<file path="config.mk">
export PLATFORM = sky130hd
export DESIGN_NAME = annexb_to_length_prefixed_core
export DESIGN_NICKNAME = d
export VERILOG_FILES = /design/src/design/ab2lp_pkg.sv /design/src/design/annexb_to_length_prefixed_core.sv
export SDC_FILE = /design/constraint.sdc
export NUM_CORES = 1
export LEC_CHECK = 0
export ABC_AREA = 1
export BUFFER_PORTS_ARGS = -buffer_cell sky130_fd_sc_hd__buf_2
export CORE_ASPECT_RATIO = 0.9
export CORE_MARGIN = 8
export CORE_UTILIZATION = 30
export CTS_CLUSTER_DIAMETER = 100
export DETAILED_ROUTE_END_ITERATION = 10
export PLACE_DENSITY = 0.43
export SKIP_LAST_GASP = 1
export SLEW_MARGIN = 40
export SYNTH_ARGS = -nofsm -noshare
export SYNTH_HDL_FRONTEND = slang
export SYNTH_SLANG_ARGS = --single-unit
</file>
<file path="constraint.sdc">
create_clock -name clk -period 9.7 [get_ports clk]
set_clock_uncertainty 0.05 [all_clocks]
set_input_delay 0.97 -clock clk [delete_from_list [all_inputs] [get_ports clk]]
set_output_delay 0.97 -clock clk [all_outputs]
set_load 0.05 [all_outputs]
</file>
<file path="src/design/ab2lp_pkg.sv">
// Shared constants for the Annex B to length-prefixed converter.
// Used by annexb_to_length_prefixed_core and its port checker; no dependencies.
package ab2lp_pkg;

  // Default width of the output byte address space (capacity is 2**OFFSET_BITS)
  localparam int OFFSET_BITS_DEF = 24;

  // Bytes in a NAL length slot, and most zeros held back pending a start code
  localparam int PREFIX_BYTES = 4;
  localparam int MAX_HELD     = 3;

  // Fixed result field widths
  localparam int OUT_OFFSET_W = 24;
  localparam int VALUE_W      = 32;
  localparam int KIND_W       = 2;

  // Result kinds
  localparam logic [KIND_W-1:0] KIND_PAYLOAD = 2'd0;
  localparam logic [KIND_W-1:0] KIND_LENGTH  = 2'd1;
  localparam logic [KIND_W-1:0] KIND_END     = 2'd2;

endpackage

</file>
<file path="src/design/annexb_to_length_prefixed_core.sv">
// Annex B byte stream to length-prefixed NAL units, as addressed write requests.
// Depends on ab2lp_pkg (constants, result kinds).
//
//   channel | signals                                        | dir | per request
//   --------+------------------------------------------------+-----+---------------------
//   in      | in_valid, in_stall, data_byte, end_of_unit     | in  | one stream byte
//   out     | out_valid, out_stall, kind, offset, value,     | out | one write or end
//           | overflow, last_of_run                          |     | marker
//
// An input byte is parsed as it moves from the input register into the result
// register. A byte giving n results (n up to 6) occupies the result register until
// all n are taken by the one-result-per-cycle output port, which out_stall can hold;
// the input register takes one more byte meanwhile. Bytes giving no result still
// pass through without occupying the result register.
// Synchronous active-high reset clears the parser state and both registers.
module annexb_to_length_prefixed_core #(
  parameter int OFFSET_BITS = ab2lp_pkg::OFFSET_BITS_DEF
) (
  input  logic                                clk,
  input  logic                                rst,
  input  logic                                in_valid,
  output logic                                in_stall,
  input  logic [7:0]                          data_byte,
  input  logic                                end_of_unit,
  output logic                                out_valid,
  input  logic                                out_stall,
  output logic [ab2lp_pkg::KIND_W-1:0]        kind,
  output logic [ab2lp_pkg::OUT_OFFSET_W-1:0]  offset,
  output logic [ab2lp_pkg::VALUE_W-1:0]       value,
  output logic                                overflow,
  output logic                                last_of_run
);

  localparam int AW = OFFSET_BITS + 1;  // address incl. one past capacity
  localparam int LW = OFFSET_BITS;      // NAL payload length
  localparam int OW = ab2lp_pkg::OUT_OFFSET_W;
  localparam int VW = ab2lp_pkg::VALUE_W;
  localparam logic [AW-1:0] CAP   = {1'b1, {OFFSET_BITS{1'b0}}};
  localparam logic [AW-1:0] PFX   = AW'(ab2lp_pkg::PREFIX_BYTES);
  localparam logic [1:0]    HMAX  = 2'(ab2lp_pkg::MAX_HELD);

  // Input register
  logic       ib_valid;
  logic [7:0] ib_data;
  logic       ib_eou;

  // Parser state
  logic          seen;
  logic [1:0]    held;
  logic [AW-1:0] prefix;
  logic [LW-1:0] nal;
  logic          ovf;

  // Result register: a payload run, an optional length word, an optional end marker
  logic [2:0]    pay_left;
  logic [OW-1:0] pay_addr;
  logic [7:0]    pay_last;
  logic          has_len;
  logic [OW-1:0] len_off;
  logic [VW-1:0] len_val;
  logic          has_end;
  logic [VW-1:0] end_val;
  logic          end_ovf;

  logic       job_valid;
  logic [2:0] job_count;
  logic       take;
  logic       load;

  // Handshake and hand-over
  assign job_valid = (pay_left != 3'd0) | has_len | has_end;
  assign job_count = pay_left + {2'b00, has_len} + {2'b00, has_end};
  assign take      = job_valid & ~out_stall;
  assign load      = ib_valid & (~job_valid | (take & (job_count == 3'd1)));
  assign in_stall  = ib_valid & ~load;

  // Parse one byte: step on the byte, then end-of-unit flush
  logic          seen_next;
  logic [1:0]    held_next;
  logic [AW-1:0] prefix_next;
  logic [LW-1:0] nal_s;
  logic [LW-1:0] nal_next;
  logic          ovf_next;
  logic [2:0]    want1;
  logic [2:0]    want2;
  logic [2:0]    want;
  logic          want_byte;
  logic          l1;
  logic [AW-1:0] addr0;
  logic [AW:0]   addr_end;
  logic          over;
  logic [AW-1:0] room;
  logic [2:0]    n_pay;
  logic          l2;
  logic [AW-1:0] total;
  logic [AW+OW-1:0] prefix_ext;
  logic [AW+OW-1:0] old_prefix_ext;
  logic [AW+OW-1:0] addr_ext;
  logic [LW+VW-1:0] nal_s_ext;
  logic [LW+VW-1:0] nal_ext;
  logic [AW+VW-1:0] total_ext;

  always_comb begin
    seen_next   = seen;
    held_next   = held;
    prefix_next = prefix;
    nal_s       = nal;
    want1       = 3'd0;
    want_byte   = 1'b0;
    l1          = 1'b0;
    if (!ovf) begin
      if (ib_data == 8'h00) begin
        // zero: hold it, or release the oldest held zero once three are held
        if (held == HMAX) begin
          want1 = {2'b00, seen};
        end else begin
          held_next = held + 2'd1;
        end
      end else if (ib_data == 8'h01 && held >= 2'd2) begin
        // start code: close a non-empty NAL unit
        if (seen && nal != '0) begin
          l1          = 1'b1;
          prefix_next = prefix + PFX + {1'b0, nal};
          nal_s       = '0;
        end
        seen_next = 1'b1;
        held_next = 2'd0;
      end else begin
        // ordinary byte: held zeros were payload after all
        want1     = seen ? ({1'b0, held} + 3'd1) : 3'd0;
        want_byte = seen;
        held_next = 2'd0;
      end
    end
  end

  // Zeros still held at end of unit become payload
  assign want2 = (!ovf && ib_eou && seen_next) ? {1'b0, held_next} : 3'd0;
  assign want  = want1 + want2;

  // Capacity check over the whole payload run; a run only exists when no slot
  // was closed by this byte, so it starts behind the current slot
  assign addr0    = prefix + PFX + {1'b0, nal};
  assign addr_end = {1'b0, addr0} + {{(AW-2){1'b0}}, want};
  assign over     = (want != 3'd0) && (addr_end > {1'b0, CAP});
  assign room     = CAP - addr0;
  assign n_pay    = over ? ((addr0 >= CAP) ? 3'd0 : room[2:0]) : want;
  assign ovf_next = ovf | over;
  assign nal_next = nal_s + {{(LW-3){1'b0}}, n_pay};

  // Closing length word and total size
  assign l2    = ib_eou & ~ovf_next & (nal_next != '0);
  assign total = (nal_next != '0) ? (addr0 + {{(AW-3){1'b0}}, n_pay}) : prefix_next;

  assign prefix_ext     = {{OW{1'b0}}, prefix_next};
  assign old_prefix_ext = {{OW{1'b0}}, prefix};
  assign addr_ext       = {{OW{1'b0}}, addr0};
  assign nal_s_ext      = {{VW{1'b0}}, nal};
  assign nal_ext        = {{VW{1'b0}}, nal_next};
  assign total_ext      = {{VW{1'b0}}, total};

  // Input register
  always_ff @(posedge clk) begin
    if (rst) begin
      ib_valid <= 1'b0;
    end else if (!in_stall) begin
      ib_valid <= in_valid;
    end
  end

  always_ff @(posedge clk) begin
    if (!in_stall && in_valid) begin
      ib_data <= data_byte;
      ib_eou  <= end_of_unit;
    end
  end

  // Parser state, back to reset after each access unit
  always_ff @(posedge clk) begin
    if (rst) begin
      seen   <= 1'b0;
      held   <= 2'd0;
      prefix <= '0;
      nal    <= '0;
      ovf    <= 1'b0;
    end else if (load) begin
      if (ib_eou) begin
        seen   <= 1'b0;
        held   <= 2'd0;
        prefix <= '0;
        nal    <= '0;
        ovf    <= 1'b0;
      end else begin
        seen   <= seen_next;
        held   <= held_next;
        prefix <= prefix_next;
        nal    <= nal_next;
        ovf    <= ovf_next;
      end
    end
  end

  // Result register control: load a new run, or retire one result per request
  always_ff @(posedge clk) begin
    if (rst) begin
      pay_left <= 3'd0;
      has_len  <= 1'b0;
      has_end  <= 1'b0;
    end else if (load) begin
      pay_left <= n_pay;
      has_len  <= l1 | l2;
      has_end  <= ib_eou;
    end else if (take) begin
      if (pay_left != 3'd0) begin
        pay_left <= pay_left - 3'd1;
      end else if (has_len) begin
        has_len <= 1'b0;
      end else begin
        has_end <= 1'b0;
      end
    end
  end

  // Result register payload; a slot closed by a start code sits at the old prefix
  always_ff @(posedge clk) begin
    if (load) begin
      pay_addr <= addr_ext[OW-1:0];
      pay_last <= (want_byte && !over) ? ib_data : 8'h00;
      len_off  <= l1 ? old_prefix_ext[OW-1:0] : prefix_ext[OW-1:0];
      len_val  <= l1 ? nal_s_ext[VW-1:0] : nal_ext[VW-1:0];
      end_val  <= ovf_next ? '0 : total_ext[VW-1:0];
      end_ovf  <= ovf_next;
    end else if (take && pay_left != 3'd0) begin
      pay_addr <= pay_addr + OW'(1);
    end
  end

  // Present the oldest outstanding result
  always_comb begin
    kind     = ab2lp_pkg::KIND_END;
    offset   = '0;
    value    = end_val;
    overflow = end_ovf;
    if (pay_left != 3'd0) begin
      kind     = ab2lp_pkg::KIND_PAYLOAD;
      offset   = pay_addr;
      value    = (pay_left == 3'd1) ? {{(VW-8){1'b0}}, pay_last} : '0;
      overflow = 1'b0;
    end else if (has_len) begin
      kind     = ab2lp_pkg::KIND_LENGTH;
      offset   = len_off;
      value    = len_val;
      overflow = 1'b0;
    end
  end

  assign out_valid   = job_valid;
  assign last_of_run = (job_count == 3'd1);

endmodule

</file>
==> metrics.md <==
| Metric | Value |
|---|---|
| Status | complete, no violations |
| Period utilisation layout | between 80% and 90% |
| DR iter-0 viols | ~1100 |
| Setup TNS | 0 ns |
| FMAX | ~120 MHz |
| Clock power share | between 20% and 30% |
| Slowest-stage cell, CP | nand2_4 |
| Setup Buffers After CTS | 0 |
| Async SR Flop Fraction | 0% |
| GP Congestion | 0.976 |
| CP required | between 9 and 10 ns |
| RSZ-0062 raised after global routing | false |
| CTS tree | built |
| Root Buffer | clkbuf_16 |
| Int Power | 0.00177 W |
| Most frequent cells after synthesis | nand2_1, inv_1, nor2_1 |
| Post-DP HPWL | slightly below 40 mm |
| Final setup violation count | 0 |
| Cell total after placement | 2445 |
| Logic pwr share | roughly 48% |
| Worst VDD drop | 0.211 mV |
| Switch share | approximately half |
| Max clock buf depth | 2 |
| Die Wd | around 240 um |
| Pin count of the biggest net entering global routing | 67 |
| Crit path time final | approximately 8.3 ns |
| Post-synth EDFFs | between 100 and 150 |
| Area share of the largest cell type after synthesis | a little over a quarter |
| Post-synthesis register bit count | 174 |
| Most common cell in the netlist | nand2_1 |
| Library cells used by synthesis | 51 |
| Post-route DRC | 0 |
| Crit Path Max Fanout | 44 |
| Synthesized area | roughly 13000 um2 |
| Maxcap violations | 0 |
| Worst Setup Start Kind | register |
| Fin cells | 2479 |
| Synth-to-Final Area Change | 10.5% |
| Die Area | just over 50000 um2 |
| Critical Path AT | around 8.5 ns |
| P per Cell Area | roughly 240 nW/um2 |
| Post-synthesis sequential area ratio | approximately a third |
| Top cells by area, synth | edfxtp_1, nand2_1, dfxtp_1 |
| Clock insertion delay at the later pin of the skew report | roughly 0.47 ns |
| HP Class | reg -> reg |
| Cell taking the most area after synthesis | edfxtp_1 |
| Critical path type | reg -> reg |
| Global-route wire length before repair | 76.1 mm |
| CP dominant cell by count | nand2_1 |
| Avg Cell Area, Syn | roughly 7.0 um2 |
| Crit-path max cell delay | 0.41 ns |
| Rows | between 70 and 80 |
| DR vias/cell | around 5 |
| Gr usage total | 19.9% |
| IO Pins | 75 |
| Initial antenna violation count | 2 |
| Worst slew margin | a little over half |
| Total gr overflow | 0 |
| Yosys warnings | 0 |
| Pre-antenna DRT Iters | 5 |
| Hold Violations, Final | 0 |
| Port buffer count | 67 |
| Leakage power figure | around 6.5 nW |
| Net load switching power | between 0.0015 and 0.002 W |
| WL final | ~51 mm |
| Clk sinks | around 170 |
| DIE HEIGHT | about 210 um |
| CP Capture Type | register |
| Wire length per cell | approximately 20 um |
| Slew Viols, Final | 0 |
| Reg power frac | between 30% and 40% |
| Final core utilization | 33.7% |
| Hold Buf Count CTS | 0 |
| CP bufs+invs | 3 |
| Initial cell density of the core | 30.5% |
| Tot Pwr | between 0.003 and 0.004 W |
| Top delay family on crit path | simple AND/OR/NAND/NOR gates |
| Worst-Margin Slew | a little over 0.7 ns |
| Core area | 43200 um2 |
| Post_cts resized | 0 |
| Post-DRT Antenna Nets | 0 |
| Cells after Synth | about 1900 |
| # H-tree levels | 4 |
| Nets | between 1500 and 2000 |
| Vias | 12400 |
| CTS Buf Count | 17 |
| Layout cells sized above 1 | roughly 11% |
| Synth Flop Type | edfxtp_1 |
| Reg clk slew, reported paths | around 0.070 ns |
| Vias in the first global route | approximately 12000 |
==> cell usage in the layout (no fill, tap or decap), types with 4 or more instances in the layout <==
cell type / instances
a21oi_1: 81
xor2_1: 40
fa_1: 6
nor2_2: 26
nor2_4: 6
o22ai_1: 4
a22oi_1: 9
nand2_1: 580
clkinv_4: 4
a22o_1: 17
o21ai_2: 14
a21oi_2: 4
o21ai_0: 107
nor2_1: 162
nand2_2: 28
buf_4: 8
nand3_2: 5
o21ai_1: 9
nand4_1: 31
conb_1: 7
nor3_1: 22
nor3_2: 4
edfxtp_1: 115
or2_2: 4
xnor2_1: 4
inv_1: 224
inv_2: 11
buf_2: 67
nand3_1: 135
dfxtp_1: 59
clkbuf_16: 17
nand3b_1: 4
ha_1: 67
==> routing by layer <==
metal  share of wire (%)  track usage, %  wire length (um)  vias to the layer above
met5                   0               0                 0                        -
met4                 1.4            4.22               721                        0
met3                 5.0            2.97              2560                       40
met2                  44            30.8             22500                      326
met1                  49            28.8             25100                     5907
li1                    -               -                 -                     6171
==> path summary, 6_finish.rpt <==
path,start,end,slack (ns),depth (start not counted)
hold reg to reg,prefix[2],len_off[2],0.44,0
setup / recovery,held[0],end_val[16],1.39,45
hold / removal,prefix[2],len_off[2],0.44,0
setup reg to reg,held[0],end_val[16],1.39,45
==> layout make-up <==
class / count / area, um2
multi-input cells: 1401 / 7280
clock inverters: 13 / 140
repair buffers: 77 / 427
flip-flops and latches: 174 / 4630
clock buffers: 19 / 443
fillers: 4720 / 28600
inverters: 239 / 901
diodes: 1 / 2.50
well taps: 555 / 694
==> metrics by stage <==
stage / hold WS (ns) / setup slack, ns / instance area [um2]
after floorplan: 0.407 / 2.98 / 13200
after global placement: 0.397 / 1.55 / 13900
after detailed placement: 0.414 / 1.48 / 13900
after CTS: 0.432 / 1.43 / 14500
after global routing: 0.447 / 0.603 / 14500
final: 0.436 / 1.39 / 14500
==> power groups by stage <==
| stage | clock (W) | sequential [W] | combinational (W) |
|---|---|---|---|
| 2_1_floorplan | 0 | 0.00112 | 0.00127 |
| 3_3_place_gp | 0 | 0.00115 | 0.00173 |
| 3_5_place_dp | 0 | 0.00115 | 0.00174 |
| 4_1_cts | 0.000733 | 0.00113 | 0.00174 |
| 5_1_grt | 0.000755 | 0.00115 | 0.00184 |
| 6_report | 0.000714 | 0.00113 | 0.00171 |
==> logic make-up (layout without fill, tap and decap cells) <==
family	Yosys count	after routing	synth area share [%]
AO/OA/AOI/OAI	255	255	11.1
XOR/XNOR	44	44	2.93
adder cells (fa/ha/maj)	73	73	7.29
buffers and inverters	317	348	9.66
flip-flops	174	174	35.3
other	1	8	0.0285
AND/OR/NAND/NOR	1022	1022	33.7
==> flip-flops by register name (all words and copies together), names as in the netlist, 8 cells and up <==
| name | cells |
|---|---|
| end_val | 25 |
| prefix | 25 |
| len_off | 24 |
| len_val | 24 |
| nal | 24 |
| pay_addr | 24 |
| ib_data | 8 |
| pay_last | 8 |
Note: power is estimated with default switching activity, not from simulation.
